[src/sv/dpw_pkg.sv]
// ----------------------------------------------------------------------------
// dpw_pkg
// Shared types and constants for the depth pixel to world point pipeline.
// ----------------------------------------------------------------------------
package dpw_pkg;

    // Input field widths
    localparam int COORD_W = 12;
    localparam int DEPTH_W = 16;
    localparam int COLOR_W = 8;

    // Configuration widths
    localparam int INV_FOCAL_W = 24;
    localparam int CENTER_W    = 16;
    localparam int POSE_W      = 64;
    localparam int ROT_W       = 16;
    localparam int TRANS_W     = 16;
    localparam int CFG_DATA_W  = 64;
    localparam int CFG_ADDR_W  = 6;

    // Valid depth window, Q4.12 (0.01 m to 4 m inclusive)
    localparam logic [DEPTH_W-1:0] DEPTH_MIN = 16'd41;
    localparam logic [DEPTH_W-1:0] DEPTH_MAX = 16'd16384;

    // Datapath widths
    localparam int Z_W        = 15;   // depth of a kept pixel fits 15 bits
    localparam int DELTA_W    = 17;   // column*16 - center, Q.4
    localparam int PROD_W     = 32;   // delta * depth
    localparam int SCALED_W   = 56;   // delta * depth * inv_focal
    localparam int CAM_SHIFT  = 28;
    localparam int CAM_W      = 28;   // camera x/y, Q.12
    localparam int XY_TERM_W  = 44;   // rotation * camera x/y
    localparam int Z_TERM_W   = 30;   // rotation * depth
    localparam int TRANS_SHIFT = 18;
    localparam int ACC_W      = 45;   // world coordinate, Q.26
    localparam int WORLD_SHIFT = 14;
    localparam int RND_W      = ACC_W - WORLD_SHIFT;
    localparam int OUT_W      = 20;

    localparam logic signed [SCALED_W-1:0] CAM_HALF   = SCALED_W'(1) <<< (CAM_SHIFT - 1);
    localparam logic signed [ACC_W-1:0]    WORLD_HALF = ACC_W'(1) <<< (WORLD_SHIFT - 1);
    localparam logic signed [RND_W-1:0]    OUT_MAX    = RND_W'(524287);
    localparam logic signed [RND_W-1:0]    OUT_MIN    = -RND_W'(524288);

    // Register map (index = byte address / 8)
    typedef enum logic [2:0] {
        CFG_INV_FOCAL_X = 3'd0,
        CFG_INV_FOCAL_Y = 3'd1,
        CFG_CENTER_X    = 3'd2,
        CFG_CENTER_Y    = 3'd3,
        CFG_POSE_ROW0   = 3'd4,
        CFG_POSE_ROW1   = 3'd5,
        CFG_POSE_ROW2   = 3'd6
    } cfg_idx_t;

    // Register reset values (identity pose)
    localparam logic [INV_FOCAL_W-1:0] INV_FOCAL_RST = 24'd31957;
    localparam logic [CENTER_W-1:0]    CENTER_X_RST  = 16'd5112;
    localparam logic [CENTER_W-1:0]    CENTER_Y_RST  = 16'd3832;
    localparam logic [POSE_W-1:0]      POSE_ROW0_RST = 64'h0000_0000_0000_4000;
    localparam logic [POSE_W-1:0]      POSE_ROW1_RST = 64'h0000_0000_4000_0000;
    localparam logic [POSE_W-1:0]      POSE_ROW2_RST = 64'h0000_4000_0000_0000;

    typedef struct packed {
        logic [COLOR_W-1:0] blue;
        logic [COLOR_W-1:0] green;
        logic [COLOR_W-1:0] red;
    } rgb_t;

    // Front stage result: pixel offsets from the principal point
    typedef struct packed {
        logic signed [DELTA_W-1:0] dx;
        logic signed [DELTA_W-1:0] dy;
        logic [Z_W-1:0]            z;
        rgb_t                      color;
    } front_t;

    // Camera-frame point
    typedef struct packed {
        logic signed [CAM_W-1:0] x;
        logic signed [CAM_W-1:0] y;
        logic [Z_W-1:0]          z;
        rgb_t                    color;
    } cam_t;

endpackage

[src/sv/dpw_front.sv]
// ----------------------------------------------------------------------------
// dpw_front
// Stride and depth filter, offsets from the principal point. One stage.
// ----------------------------------------------------------------------------
module dpw_front #(
    parameter int STRIDE = 3
) (
    input  logic                                clk,
    input  logic                                rst_n,
    input  logic                                in_valid,
    output logic                                in_ready,
    input  logic [dpw_pkg::COORD_W-1:0]         column,
    input  logic [dpw_pkg::COORD_W-1:0]         pixel_row,
    input  logic [dpw_pkg::DEPTH_W-1:0]         depth,
    input  dpw_pkg::rgb_t                       color,
    input  logic [dpw_pkg::CENTER_W-1:0]        center_x,
    input  logic [dpw_pkg::CENTER_W-1:0]        center_y,
    output logic                                out_valid,
    input  logic                                out_ready,
    output dpw_pkg::front_t                     out_data
);

    // Stride test by reciprocal multiply: q = (v * RECIP) >> RECIP_SHIFT is exact
    // for 12-bit v and stride up to 8.
    localparam int    RECIP_SHIFT = 24;
    localparam int    RECIP_W     = RECIP_SHIFT + 1;
    localparam int    STRIDE_W    = 4;
    localparam int    MPROD_W     = dpw_pkg::COORD_W + RECIP_W;
    localparam int    BACK_W      = dpw_pkg::COORD_W + STRIDE_W;
    localparam longint RECIP_L    = ((longint'(1) << RECIP_SHIFT) + STRIDE - 1) / STRIDE;
    localparam logic [RECIP_W-1:0]  RECIP    = RECIP_L[RECIP_W-1:0];
    localparam logic [STRIDE_W-1:0] STRIDE_V = STRIDE[STRIDE_W-1:0];

    function automatic logic on_stride(input logic [dpw_pkg::COORD_W-1:0] v);
        logic [MPROD_W-1:0]          prod;
        logic [dpw_pkg::COORD_W-1:0] quot;
        logic [BACK_W-1:0]           back;
        prod = MPROD_W'(v) * MPROD_W'(RECIP);
        quot = prod[RECIP_SHIFT +: dpw_pkg::COORD_W];
        back = BACK_W'(quot) * BACK_W'(STRIDE_V);
        return back == BACK_W'(v);
    endfunction

    logic            keep;
    logic            en;
    logic            vld_reg;
    dpw_pkg::front_t data_next;
    dpw_pkg::front_t data_reg;

    // Filter and offsets
    always_comb
    begin
        keep = on_stride(column) && on_stride(pixel_row) &&
               (depth >= dpw_pkg::DEPTH_MIN) && (depth <= dpw_pkg::DEPTH_MAX);
        data_next.dx = $signed({1'b0, column, 4'b0000}) - $signed({1'b0, center_x});
        data_next.dy = $signed({1'b0, pixel_row, 4'b0000}) - $signed({1'b0, center_y});
        data_next.z  = depth[dpw_pkg::Z_W-1:0];
        data_next.color = color;
    end

    assign en       = !vld_reg || out_ready;
    assign in_ready = en;

    always_ff @(posedge clk or negedge rst_n)
    begin
        if (!rst_n)
        begin
            vld_reg <= 1'b0;
        end
        else if (en)
        begin
            vld_reg <= in_valid && keep;
        end
    end

    always_ff @(posedge clk)
    begin
        if (en)
        begin
            data_reg <= data_next;
        end
    end

    assign out_valid = vld_reg;
    assign out_data  = data_reg;

endmodule

[config.mk]
export PLATFORM = sky130hd
export DESIGN_NAME = dpw_front
export DESIGN_NICKNAME = d
export VERILOG_FILES = /design/src/sv/dpw_pkg.sv /design/src/sv/dpw_front.sv
export SDC_FILE = /design/constraint.sdc
export NUM_CORES = 1
export LEC_CHECK = 0
export BUFFER_PORTS_ARGS = -buffer_cell sky130_fd_sc_hd__buf_4
export CAP_MARGIN = 20
export CORE_UTILIZATION = 50
export DETAILED_ROUTE_END_ITERATION = 10
export GPL_TIMING_DRIVEN = 0
export PLACE_DENSITY = 0.72
export SYNTH_ARGS = -nofsm -noshare
export SYNTH_HDL_FRONTEND = slang
export SYNTH_SLANG_ARGS = --single-unit
[constraint.sdc]
create_clock -name clk -period 2.5 [get_ports clk]
set_clock_uncertainty 0.1 [all_clocks]
set_input_delay 0.25 -clock clk [delete_from_list [all_inputs] [get_ports clk]]
set_output_delay 0.25 -clock clk [all_outputs]
set_load 0.01 [all_outputs]
## After elaboration in Yosys (flattened, before gate mapping)

Index checks and enable logic that the tools add are counted.

- Eq/ne operators: 2
- Magnitude comparators: 2
- Multipliers: 4
- Reduce and logical (&&, ||, !) cells: 6
- $add $sub $neg: 2

Operator list:

| cell | number |
|---|---|
| 12-bit by 22-bit multiplier with 34-bit output (second input constant) | 2 |
| 16-bit by 16-bit subtractor with 17-bit output | 2 |
| 13-bit by 12-bit == test with 1-bit output | 2 |
| 11-bit by 2-bit multiplier with 13-bit output (second input constant) | 2 |
| 16-bit by 6-bit >= comparator with 1-bit output (second input constant) | 1 |
| 16-bit by 15-bit less-or-equal comparator with 1-bit output (second input constant) | 1 |
| 1-bit logical AND | 4 |
| 1-bit logical NOT | 1 |
| 1-bit logical OR | 1 |

- Output and inout port bits: 75
- Word-level logic and storage cells: 23
- Register bits after elaboration: 74

## Logic depth before layout (Yosys ltp)

- Depth after elaboration: 7
- Mapped depth: 30
- Mapped depth without buffers: 30

## Worst setup path before layout

Ideal clock, no wire load.

- Kind: input -> register
- Start point: input port pixel_row[6] in the netlist's numbering
- End point: register vld_reg (netlist: out_valid)
- Setup time: 0.124 ns
- Slack: -4.314 ns
- Arrival time: 6.591 ns
- Stages: 27
- Required time: 2.276 ns
- Buffers on the path: 0
- Cell sequence: ha_1 inv_1 fa_1 fa_1 fa_1 fa_1 inv_1 ha_1 nand4_1 or3_1 and3_1 a21oi_1 nand3_1 and3_1 inv_1 a21oi_1 xnor2_1 ha_1 nor2b_4 o21a_1 or3_1 a2111o_1 nor4_2 nand4_1 nor4_2 o2111ai_1 o31ai_2

- Cells in the longest elaborated chain, start to end: 7

Ends and longest elaborated chain:

| what | RTL line | text |
|---|---|---|
| start, declared | dpw_front.sv:13 | `input logic [dpw_pkg::COORD_W-1:0] pixel_row,` |
| 12-bit by 22-bit multiplier with 34-bit output | dpw_front.sv:38 | `prod = MPROD_W'(v) * MPROD_W'(RECIP);` |
| 11-bit by 2-bit multiplier with 13-bit output | dpw_front.sv:40 | `back = BACK_W'(quot) * BACK_W'(STRIDE_V);` |
| 13-bit by 12-bit == test with 1-bit output (*) | dpw_front.sv:41 | `return back == BACK_W'(v);` |
| 1-bit logical AND (*) (2 in a row) | dpw_front.sv:53 | `keep = on_stride(column) && on_stride(pixel_row) &&` |
| 1-bit logical AND (*) | dpw_front.sv:54 | `(depth >= dpw_pkg::DEPTH_MIN) && (depth <= dpw_pkg::DEPTH_MAX);` |
| 1-bit logical AND (*) | dpw_front.sv:72 | `vld_reg <= in_valid && keep;` |
| end signal, assigned | dpw_front.sv:72 |  |
| end, declared | dpw_front.sv:46 | `logic vld_reg;` |

Every way passes the cells marked *; elsewhere a longest branch is shown, timed or not.
A chain may end at the register's enable or synchronous reset.

## Worst setup path after layout

- Start point: input port column[11] in the netlist's numbering
- End point: register vld_reg (netlist: out_valid)

- Cells in the longest elaborated chain, start to end: 7

Ends and longest elaborated chain:

| what | RTL line | text |
|---|---|---|
| start, declared | dpw_front.sv:12 | `input logic [dpw_pkg::COORD_W-1:0] column,` |
| 12-bit by 22-bit multiplier with 34-bit output | dpw_front.sv:38 |  |
| 11-bit by 2-bit multiplier with 13-bit output | dpw_front.sv:40 |  |
| 13-bit by 12-bit == test with 1-bit output (*) | dpw_front.sv:41 |  |
| 1-bit logical AND (*) (2 in a row) | dpw_front.sv:53 |  |
| 1-bit logical AND (*) | dpw_front.sv:54 |  |
| 1-bit logical AND (*) | dpw_front.sv:72 |  |

Marks and branches as above.

==> flow_summary.toml <==
[grt]
grt_overflow = 0
grt_max_degree = 70
antenna_found_initial = 0
grt_util_all_layers = 0.258
grt_pass1_vias = 7967
grt_first_pass_wirelength_mm = 40.1

[logic_synthesis]
syn-num-nets = 1372
yosys.area.top_type_share = 0.248
synth-edff-count = 73
synth_area_um2 = 10000
synth_most_common_cell = "inv_1"
postSynthAreaPerCell_um2 = 10.2
synthTopCellsByCount = "inv_1 (223), ha_1 (198), fa_1 (94)"
synth.area.top_cells = "ha_1 (25%), edfxtp_1 (22%), fa_1 (19%)"
synth-seq-area-share = 0.222
yosys_warnings = 0
ys_ff_latch = 74
ys.flop_type = "edfxtp_1"
synthCells = 980
yosysTopAreaCell = "ha_1"
ys_async_sr_fraction = 0.0135
ys_types = 62

[clock_tree]
clock_path_buffers = 2
clock-sinks = 74
h-tree-depth = 3
clk_latency_ns = 0.36
cts_tree = "yes"
numCtsBuffers = 9
clk_pin_slew_ns = 0.09
root_buffer = "clkbuf_16"

[floorplan]
core_um2 = 19500
die_x_um = 143
dieHeight_um = 143
placementRows = 51
initial_utilization = 0.512
fp.dieArea_um2 = 20600
ioPinCount = 175

[timing]
finalSetupViolCount = 1
fmax_ghz = 0.154
post-route-period-util = 2.59
whs_ns = 0.0122
slew_violations = 0
hold_viol = 0
worst_slew_pin_slew_ns = 0.476
setup_ws_ns = -3.99
rsz0062_at_grt = "yes"
slew_headroom = 0.680
fin_crit_ns = 6.49

[power_and_ir_drop]
leakage_nw = 6.42
fin_total_pwr_mw = 19.9
p_per_area_nw_per_um2 = 1540
irDropWorstVdd_uv = 1540

[layout]
diodes = 0
drive_gt1_frac = 0.237
area_delta_synth_final_pct = 29.6
multi_input_area_um2 = 7440
ff_latch_area_um2 = 2220
final_nets = 1609
fillers = 1521

[critical_path]
path_max_fanout = 5
endpoint = "out_valid"
rr_worst_depth = 2
cp-startpoint = "column[11]"
critPathArrivalTime_ns = 6.66
cp-start-kind = "input pin"
r2r-start = "out_valid"
r2r_slack_ns = 1.02
r2r-end = "out_data[61]"
crit_type = "in2reg"
worstPathRequired_ns = 2.68
end_kind = "flop"

[outcome]
outcome = "finished, violations left"
violations = "setup timing"

[routing]
drtPass1Iterations = 4
drt_iter0_markers = 278
wl_mm = 25.2
routed_via_density = 5.22
ant_nets = 0
via_count = 7759
wl_per_cell_um = 16.9
drc = 0

[place]
gp_congestion = 0.858
numPortBuffers = 174
post-dp-hpwl_mm = 20.5

[job]
cap_viol_max_count = 0

[hold_path]
holdCritPathClass = "in2reg"
## layer usage
metal	vias to the layer above	share of wire	GRT usage
met2	226	0.49	0.454
li1	3805	-	-
met1	3690	0.43	0.321
met4	0	0.025	0.0857
met3	38	0.061	0.0407
met5	-	0	0
## cell families (layout without fill, tap and decap cells)
| logic type | Yosys count | in the layout | synth area share |
|---|---|---|---|
| mux | 3 | 3 | 0.00313 |
| buf+inv | 224 | 466 | 0.0841 |
| simple gates | 164 | 164 | 0.0869 |
| fa+ha+maj | 292 | 292 | 0.436 |
| xor+xnor | 79 | 79 | 0.0722 |
| flops | 74 | 74 | 0.222 |
| compound gates | 144 | 144 | 0.0963 |
## flip-flops by register name, summed over array words and instances, names as in the netlist
register   count
out_data      73
out_valid      1
## layout by cell type, fill, tap and decap left out, types with 5 or more instances in the layout
cell and n:
nand2_1 30, nand2b_1 5, and3_1 6, nor2b_1 6, o21a_1 8, fa_1 89
o21bai_1 5, inv_1 215, edfxtp_1 73, ha_1 177, nor2_1 34, dlygate4sd3_1 35
nor3_1 16, a21o_1 16, nor4_1 5, o21ai_0 18, fa_2 5, inv_2 8
a211oi_2 6, nand3_1 16, o21ai_1 10, nand4b_1 5, nand4_1 8, or3_1 5
a21oi_1 32, clkbuf_16 9, xnor2_1 49, xor2_1 21, ha_4 17, buf_4 188
## worst max-delay path, stage by stage
cell and delay (ns):
buf_4 0.14, ha_4 0.26, fa_1 0.39, inv_1 0.08
fa_1 0.43, fa_1 0.50, fa_1 0.51, inv_1 0.05
ha_2 0.19, or4_4 0.51, a211oi_2 0.23, buf_4 0.15
o32ai_4 0.11, o21ai_1 0.16, nand2b_1 0.12, a2111o_1 0.43
a21oi_2 0.19, xnor2_2 0.14, ha_4 0.30, nor2_1 0.06
nor2b_2 0.15, o311ai_4 0.14, a211oi_2 0.22, o311a_1 0.25
nand4_1 0.12, nor4_2 0.19, o2111ai_1 0.16, o31ai_2 0.20
## worst min-delay path by stage
stage,from,to,slack (ns),depth (start not counted)
floorplan,rst_n,out_valid,-0.15,0
global placement,rst_n,out_valid,-0.07,1
detailed placement,rst_n,out_valid,-0.07,1
CTS,depth[8],out_data[32],0.0006,1
global route,depth[2],out_data[26],0.004,1
finish,depth[4],out_data[28],0.01,1
## where the power goes
group | total, mW | leakage (nW) | switching, mW | internal (mW)
sequential | 1.55 | 0.784 | 0.0374 | 1.51
combinational | 17.0 | 5.49 | 8.82 | 8.15
clock | 1.39 | 0.145 | 0.598 | 0.792
total | 19.9 | 6.42 | 9.46 | 10.4
## repair_timing
item / 4_1_cts / 5_1_grt
endpoints found under the hold margin: 33 / 2
pin swaps: 42 / 3
endpoints found under the setup margin: 2 / 5
gates resized for setup: 42 / 19
hold buffers: 33 / 2
setup buffers: 16 / 0
## area by class of cell
| class | count | share of cell area |
|---|---|---|
| multi-input combinational | 682 | 0.574 |
| sequential | 74 | 0.171 |
| timing repair buffer | 227 | 0.141 |
| inverter | 223 | 0.0646 |
| tap | 265 | 0.0256 |
| clock buffer | 9 | 0.0174 |
| clock inverter | 7 | 0.00637 |
## metrics by stage
stage                     utilization  setup TNS, ns  instance area, um2  instances  worst slack, ns
after global routing            0.664          -4.31               13000       1487            -4.31
after floorplan                     -          -3.92               10200        980            -3.92
after detailed placement        0.607          -6.32               11900       1420            -4.91
final                           0.664          -3.99               13000       1487            -3.99
after global placement          0.605          -6.23               11800       1419            -4.97
after CTS                       0.658          -3.97               12800       1484            -3.97
Power figures use the tool's default switching activity.
